## src/rtl/core/mmsd_pkg.sv

```systemverilog
// ----------------------------------------------------------------------------
// mmsd_pkg
// Shared types and constants for the min-makespan subset DP unit.
// ----------------------------------------------------------------------------
package mmsd_pkg;

    localparam int unsigned SPAN_W   = 28;
    localparam int unsigned WCOUNT_W = 4;

    localparam logic [SPAN_W-1:0] SPAN_MAX = {SPAN_W{1'b1}};

    localparam logic [1:0] REG_WORKER_COUNT = 2'd0;

    typedef struct packed {
        logic load;
        logic sum_start;
        logic sum_step;
        logic copy_step;
        logic dp_start;
        logic dp_step;
        logic clear;
    } t_dp_cmd;

    typedef struct packed {
        logic sum_done;
        logic copy_done;
        logic dp_done;
        logic round_last;
    } t_dp_status;

endpackage

```

## src/rtl/core/mmsd_ctrl.sv

```systemverilog
// ----------------------------------------------------------------------------
// mmsd_ctrl
// Sequencer: load, subset sums, copy, DP rounds, result hold.
// ----------------------------------------------------------------------------
module mmsd_ctrl import mmsd_pkg::*; (
    input  logic       i_clk,
    input  logic       i_rst_n,
    input  logic       i_valid,
    input  logic       i_last,
    input  logic       i_out_ready,
    input  t_dp_status i_status,
    output logic       o_ready,
    output logic       o_out_valid,
    output logic       o_capture,
    output t_dp_cmd    o_cmd
);
    typedef enum logic [5:0] {
        S_LOAD = 6'b000001,
        S_SUM  = 6'b000010,
        S_COPY = 6'b000100,
        S_NEXT = 6'b001000,
        S_DP   = 6'b010000,
        S_OUT  = 6'b100000
    } t_state;

    t_state r_state, n_state;
    logic   r_oval;
    logic   w_acc;

    assign o_ready = (r_state == S_LOAD);
    assign w_acc   = i_valid && o_ready;
    assign o_out_valid = r_oval;

    always_comb begin
        o_cmd = '0;
        n_state = r_state;
        o_capture = 1'b0;
        unique case (r_state)
            S_LOAD: begin
                o_cmd.load = w_acc;
                if (w_acc && i_last) begin
                    o_cmd.sum_start = 1'b1;
                    n_state = S_SUM;
                end
            end
            S_SUM: begin
                o_cmd.sum_step = 1'b1;
                if (i_status.sum_done) n_state = S_COPY;
            end
            S_COPY: begin
                o_cmd.copy_step = 1'b1;
                if (i_status.copy_done) n_state = S_NEXT;
            end
            S_NEXT: begin
                if (i_status.round_last) begin
                    n_state = S_OUT;
                end else begin
                    o_cmd.dp_start = 1'b1;
                    n_state = S_DP;
                end
            end
            S_DP: begin
                o_cmd.dp_step = 1'b1;
                if (i_status.dp_done) n_state = S_NEXT;
            end
            S_OUT: begin
                if (!r_oval || i_out_ready) begin
                    o_capture = 1'b1;
                    o_cmd.clear = 1'b1;
                    n_state = S_LOAD;
                end
            end
            default: n_state = S_LOAD;
        endcase
    end

    always_ff @(posedge i_clk) begin
        if (!i_rst_n) begin
            r_state <= S_LOAD;
            r_oval  <= 1'b0;
        end else begin
            r_state <= n_state;
            if (o_capture) r_oval <= 1'b1;
            else if (i_out_ready) r_oval <= 1'b0;
        end
    end
endmodule

```

## config.mk

```make
export PLATFORM = sky130hd
export DESIGN_NAME = mmsd_ctrl
export DESIGN_NICKNAME = d
export VERILOG_FILES = /design/src/rtl/core/mmsd_pkg.sv /design/src/rtl/core/mmsd_ctrl.sv
export SDC_FILE = /design/constraint.sdc
export NUM_CORES = 1
export LEC_CHECK = 0
export BUFFER_PORTS_ARGS = -buffer_cell sky130_fd_sc_hd__buf_4
export CORE_AREA = 5 5 42 44
export DETAILED_ROUTE_END_ITERATION = 16
export DIE_AREA = 0 0 47 49
export SETUP_SLACK_MARGIN = 0.5
export SYNTH_ARGS = -nofsm -noshare
export SYNTH_HDL_FRONTEND = slang
export SYNTH_SLANG_ARGS = --single-unit
```

## constraint.sdc

```tcl
create_clock -name i_clk -period 2.76 [get_ports i_clk]
set_input_delay 0.276 -clock i_clk [delete_from_list [all_inputs] [get_ports i_clk]]
set_output_delay 0.276 -clock i_clk [all_outputs]
set_load 0.05 [all_outputs]
```

==> Word level (Yosys, flattened, before mapping) <==
Index checks and enable logic that the tools add are counted.
{ "classes": {"add_sub_neg": 0, "mul": 0, "div_mod_pow": 0, "n_lt_le_gt_ge": 0, "eq_ne": 11, "shift": 0, "mux": 18, "bitwise": 0, "n_reduce_logical": 6} }
{ "ops": {"columns": ["operator", "n"], "rows": [
  ["two-way mux 6 bit", 6],
  ["case mux 6 bit (6 select lines)", 1],
  ["two-way mux 1 bit", 10],
  ["inequality test 2 bit (second input constant)", 4],
  ["equality test 6 x 1 -> 1 bit (second input constant)", 1],
  ["equality test 6 x 2 -> 1 bit (second input constant)", 1],
  ["equality test 6 x 3 -> 1 bit (second input constant)", 1],
  ["equality test 6 x 4 -> 1 bit (second input constant)", 1],
  ["equality test 6 x 5 -> 1 bit (second input constant)", 1],
  ["equality test 6 bit (second input constant)", 1],
  ["AND reduction 5 bit", 1],
  ["logical AND 1 bit", 2],
  ["two-way mux 2 bit", 1],
  ["inequality test 2 x 1 -> 1 bit (second input constant)", 1],
  ["nonzero test 2 bit", 1],
  ["zero test 1 bit", 1],
  ["logical OR 1 bit", 1]
]} }
{ "word_totals": {"regBits": 7, "latch_bits": 0, "ram_bits": 0, "rom_bits": 0, "in_bits": 9, "word_cells": 37, "memories": 0} }

==> Longest topological paths before layout <==
Gate-level depths: netlist of the first run.
{ "logic_depth": {"ltp_word": 5, "ltp_mapped": 5} }

==> Worst setup path before layout of the first run <==
No wires, ideal clock.
{ "synth_path": {"path_type": "register -> output", "startpoint": "reg r_state[2]", "endpoint": "out o_cmd[5] in the netlist's numbering", "t_arrival_ps": 2690, "setup_slack_ps": -206, "stages_incl_launch_ff": 6, "n_path_buf": 1, "cell_sequence": "dfxtp_1 -> buf_6 -> or4_4 -> nor3_1 -> nand2_1 -> inv_1"} }
{ "synth_rtl": {"columns": ["item", "line_no", "source"], "rows": [
  ["start: declaration", "mmsd_ctrl.sv:26", "t_state r_state, n_state;"],
  ["start signal: assignment", "mmsd_ctrl.sv:82", "r_state <= n_state;"],
  ["end: declaration", "mmsd_ctrl.sv:15", "output t_dp_cmd o_cmd"]
]} }

==> key figures, run 1 <==
Run status
  • Run status: completed

Synthesis
  • Synth Instances: a little over 60
  • Register area share after synthesis: 0.275
  • FFs w/ async S/R, synth: 0
  • Post-synth EDFFs: 0
  • Yosys reg bits: 7
  • Warnings from Yosys: 0
  • Most used DFF post-synth: dfxtp_1
  • Library cells used by synthesis: 31
  • Syn nets: 70
  • Avg Cell Area, Syn: roughly 8.3 um^2
  • Synthesized cell area: approximately 510 um^2

Routing
  • Via count: approximately 490
  • Wire per inst: 12.4 um
  • Final wirelength: between 1 and 1.5 mm
  • Drt pass-1 iters: 4
  • Antenna-violating nets left: 0
  • Iter 0 DRT Violations: 6
  • Via density: roughly 5.2
  • Drc violations: 0

Finish
  • Final core occ: 0.474
  • Antenna Cells: 0
  • # fillers: roughly 140
  • Fraction of layout cells with a size suffix above 1: 0.403
  • Most common cell after layout, fill and taps aside: buf_4
  • Finished Layout Cells: 93
  • Commonest cells after routing, fill and taps aside: buf_4 (18), dfxtp_1 (7), nand3b_1 (5)
  • FF/Latch Area: around 140 um^2
  • Final nets: 87
  • Multi-input gate area: roughly 330 um^2
  • Area growth syn-to-layout: 30.5%

CTS
  • Htree depth: 1
  • Post-CTS Hold Buffers: 0
  • Root Driver: clkbuf_4
  • Post-CTS Setup Inserts: 0
  • CTS resizes: 0
  • Sink Count: 7
  • Clk buf depth: 2
  • Worst skew pair latency: 250 ps
  • Num CTS Buffers: 3
  • Clock slew at reported path FFs: approximately 50 ps
  • CTS tree: yes

Placement
  • Post-DP HPWL: just over 900 um
  • Port Buffers: 18
  • GP Congestion: between 0.7 and 0.8
  • Placed insts: between 80 and 90

STA
  • Setup violators final: 0
  • Worst Clk Skew: roughly 7.3 ps
  • Sum Neg Setup Slack: 0 ps
  • Worst relative slew slack: 0.695
  • Final Cycle Share: 0.735
  • Slew at the pin with the worst max-slew slack: between 400 and 500 ps
  • Setup repair after global routing missed its margin: no
  • Final hold violation count: 0
  • Highest clock rate: roughly 500 MHz
  • Crit path time final: ~2000 ps
  • Fin Hold WS: about 270 ps
  • Final Slew Violations: 0

Critical path
  • Crit path capture type: output port
  • Crit Path Class: flip-flop to output port
  • CP required: 2480 ps
  • Worst endpoint data arrival time: roughly 1800 ps
  • Setup crit start kind: flip-flop
  • Crit path max fanout: 10

Die
  • Die height: just under 50 um
  • Die X-Extent: roughly 47 um
  • Total core area: ~1400 um^2
  • # IOs: 19
  • Die ar.: 2300 um^2
  • Initial Util: 0.363
  • Site row count: 14

Min path
  • Hold Crit Class: primary input to flip-flop

Global route
  • GR Overflow Total: 0
  • Gr usage total: 0.108
  • Initial antenna violation count: 0
  • Largest net degree at the start of global routing: 11
  • First-pass GRT wire length: around 1.8 mm
  • Vias in the first global route: between 400 and 500

Flow run
  • Max_cap viols: 0

Power
  • Worst vdd ir: 0.000261 V
  • Pwr/cell area: about 400 nW/um^2
  • Static leakage: about 0.30 nW
  • Final Power: 263 uW
## path summary, 6_finish.rpt
check / slack (ps) / end / cells after the start / from
min: 270 / r_state[3] / 3 / i_status[1]
min reg2reg: 560 / o_out_valid / 2 / o_out_valid
max reg2reg: 980 / r_state[2] / 4 / r_state[2]
max: 730 / o_cmd[4] / 3 / r_state[2]
## report_power, final
| part | internal [mW] | switching (mW) | total (mW) |
|---|---|---|---|
| Combinational | 0.0275 | 0.0363 | 0.0638 |
| Clock | 0.0528 | 0.0368 | 0.0896 |
| Sequential | 0.104 | 0.00617 | 0.110 |
| Total | 0.184 | 0.0793 | 0.263 |
## logic make-up (layout without fill, tap and decap cells)
family / Yosys count / after routing / synth area share
AO/OA/AOI/OAI: 11 / 11 / 0.167
AND/OR/NAND/NOR: 33 / 33 / 0.437
XOR/XNOR: 1 / 1 / 0.0172
flip-flops: 7 / 7 / 0.275
buffers and inverters: 9 / 25 / 0.103
## critical path: stages (launching register included)
cell and delay (ps):
dfxtp_1 380, or4_4 600, nor3b_1 270, buf_4 250
## metrics by stage
step | setup WS [ps] | area (um^2)
2_1_floorplan | 544 | 523
3_3_place_gp | 989 | 637
3_5_place_dp | 975 | 637
4_1_cts | 720 | 664
5_1_grt | 651 | 664
6_report | 731 | 664
## Yosys cell counts, drive strengths merged (2+ instances only)
cell / n / area (um^2)
nor3b: 4 / 30.0
and3b: 2 / 17.5
nand2: 3 / 11.3
nor2: 4 / 15.0
nor4: 2 / 12.5
inv: 3 / 11.3
nand3b: 5 / 37.5
o21ai: 3 / 22.5
and2: 3 / 18.8
nand3: 2 / 15.0
nor3: 3 / 15.0
a21boi: 2 / 18.8
dfxtp: 7 / 140
clkbuf: 2 / 7.51
buf: 4 / 33.8
## per-layer routing
metal | up-vias | global-route usage | part of all wire
met5 | - | 0 | 0
met4 | 0 | 0.0415 | 0.010
met3 | 2 | 0.0443 | 0.072
met2 | 17 | 0.176 | 0.48
met1 | 216 | 0.119 | 0.43
li1 | 251 | - | -
## sequential cells by signal, summed over array words and instances (netlist names)
name and flops:
r_state 6, o_out_valid 1
## final cells by class
type,count,share of cell area
Clock buffer,3,0.0339
Clock inverter,1,0.00753
Timing Repair Buffer,18,0.203
Tap cell,16,0.0301
Inverter,3,0.0169
Sequential cell,7,0.211
Multi-Input combinational cell,45,0.497
Power figures use the tool's default switching activity.
==> inputs of run 2 (changes only) <==
--- a/config.mk
+++ b/config.mk
@@ -9,6 +9,7 @@
 export CORE_AREA = 5 5 42 44
 export DETAILED_ROUTE_END_ITERATION = 16
 export DIE_AREA = 0 0 47 49
+export PLACE_DENSITY = 0.67
 export SETUP_SLACK_MARGIN = 0.5
 export SYNTH_ARGS = -nofsm -noshare
 export SYNTH_HDL_FRONTEND = slang
==> constraint.sdc (replaced) <==
create_clock -name i_clk -period 1.85 [get_ports i_clk]
set_input_delay 0.185 -clock i_clk [delete_from_list [all_inputs] [get_ports i_clk]]
set_output_delay 0.185 -clock i_clk [all_outputs]
set_load 0.05 [all_outputs]
==> key figures, run 2 (synthesis gave the netlist of run 1 again) <==
Run status
  • Run status: completed

Placement
  • Port Buffers: 18
  • Placed insts: 93
  • GP Congestion: 0.821
  • Post-DP HPWL: about 1.0 mm

Global route
  • Largest net degree at the start of global routing: 11
  • Vias in the first global route: 510
  • GR Overflow Total: 0
  • Gr usage total: 0.130
  • Initial antenna violation count: 0
  • First-pass GRT wire length: about 2.2 mm

Finish
  • Area growth syn-to-layout: 62.9%
  • Fraction of layout cells with a size suffix above 1: 0.576
  • Most common cell after layout, fill and taps aside: buf_4
  • Multi-input gate area: ~380 um^2
  • Antenna Cells: 0
  • FF/Latch Area: about 140 um^2
  • Largest register FFs: 6
  • # fillers: 130
  • Commonest cells after routing, fill and taps aside: buf_4 (18), nand3b_1 (5), dfxtp_1 (5), buf_8 (5), nor2_1 (4)
  • Final nets: between 90 and 100
  • Finished Layout Cells: about 100
  • Most flops, register: r_state

STA
  • Final Slew Violations: 0
  • Crit path time final: approximately 1800 ps
  • Setup repair after global routing missed its margin: yes
  • Highest clock rate: roughly 540 MHz
  • Final hold violation count: 0
  • Slew at the pin with the worst max-slew slack: 530 ps
  • Setup violators final: 0
  • Sum Neg Setup Slack: 0 ps
  • Final Cycle Share: 0.994
  • Worst Clk Skew: 1.54 ps
  • Worst relative slew slack: 0.643

Routing
  • Antenna-violating nets left: 0
  • Via density: 5.30
  • Drt pass-1 iters: 4
  • Via count: around 540
  • Final wirelength: approximately 1.4 mm
  • Iter 0 DRT Violations: 7
  • Wire per inst: between 10 and 15 um
  • Drc violations: 0

Critical path
  • Worst endpoint data arrival time: about 1700 ps
  • Crit path max fanout: 4
  • Worst R2R Path Depth: 4
  • CP required: 1660 ps
  • Setup crit start kind: flip-flop
  • Crit Path Class: flip-flop to output port
  • Crit path capture type: output port

Power
  • Static leakage: approximately 0.36 nW
  • Worst vdd ir: 0.000274 V
  • Pwr/cell area: approximately 520 nW/um^2

Die
  • Initial Util: 0.363
  • Site row count: 14
  • # IOs: 19
  • Total core area: around 1400 um^2
  • Die height: slightly below 50 um
  • Die X-Extent: approximately 47 um
  • Die ar.: 2300 um^2

Flow run
  • Max_cap viols: 0

CTS
  • Worst skew pair latency: roughly 250 ps
  • Root Driver: clkbuf_4
  • Post-CTS Hold Buffers: 0
  • Clock slew at reported path FFs: about 50 ps
  • Num CTS Buffers: 3
  • CTS tree: yes
  • Clk buf depth: 2
  • Sink Count: 7
  • Htree depth: 1

Min path
  • Hold path depth: 3
  • Hold Crit Class: primary input to flip-flop
run 2: cell count changes in the layout (fill, tap and decap cells not counted), sizes merged:
cell      change
buf           +8
inv           -1
clkbuf        +1
clkinv        -1
clkinvlp      +1
run 2: area by class of cell:
| class | instances | share of cell area |
|---|---|---|
| tap | 16 | 0.0241 |
| clock buffer | 4 | 0.0317 |
| timing repair buffer | 26 | 0.294 |
| multi-input combinational | 45 | 0.460 |
| sequential | 7 | 0.172 |
| inverter | 3 | 0.0181 |
run 2: worst paths after layout:
path                    start          end  slack [ps]
setup / recovery   r_state[5]     o_cmd[5]          10
hold / removal    i_status[1]   r_state[3]         190
setup reg to reg   r_state[5]   r_state[2]         110
hold reg to reg   o_out_valid  o_out_valid         560
run 2: where the power goes:
part	leakage, nW	internal [mW]	switching [mW]
combinational	0.284	0.0637	0.0631
clock	0.0150	0.0825	0.0593
sequential	0.0578	0.155	0.0122
total	0.356	0.301	0.135
run 2: timing repair:
item | 4_1_cts | 5_1_grt
endpoints found under the setup margin | 15 | 15
gates resized for setup | 12 | 4
pin swaps | 6 | 5
buffers inserted | 3 | 1
run 2: metal layers:
metal  GRT usage  vias to the layer above  wire length (um)
met5           0                        -                 0
met4      0.0369                        0                14
met3      0.0627                        2               103
met2       0.188                       17               669
met1       0.167                      247               604
li1            -                      269                 -
run 2: through the flow:
step / instance area (um^2) / setup slack (ps) / hold slack, ps / power, mW / util
after floorplan: 583 / -212 / 307 / 0.245 / -
after global placement: 712 / 185 / 453 / 0.271 / 0.508
after detailed placement: 712 / 159 / 451 / 0.272 / 0.508
after CTS: 810 / 18.3 / 187 / 0.436 / 0.578
after global routing: 830 / -76.2 / 211 / 0.453 / 0.592
final: 830 / 11.1 / 195 / 0.435 / 0.592
run 2: worst max-delay path, cell delays in order (launching register included):
cell and delay, ps:
dfxtp_1 310, or4_4 570, nor3_4 190, nand2_2 100, clkinvlp_4 90, buf_8 130
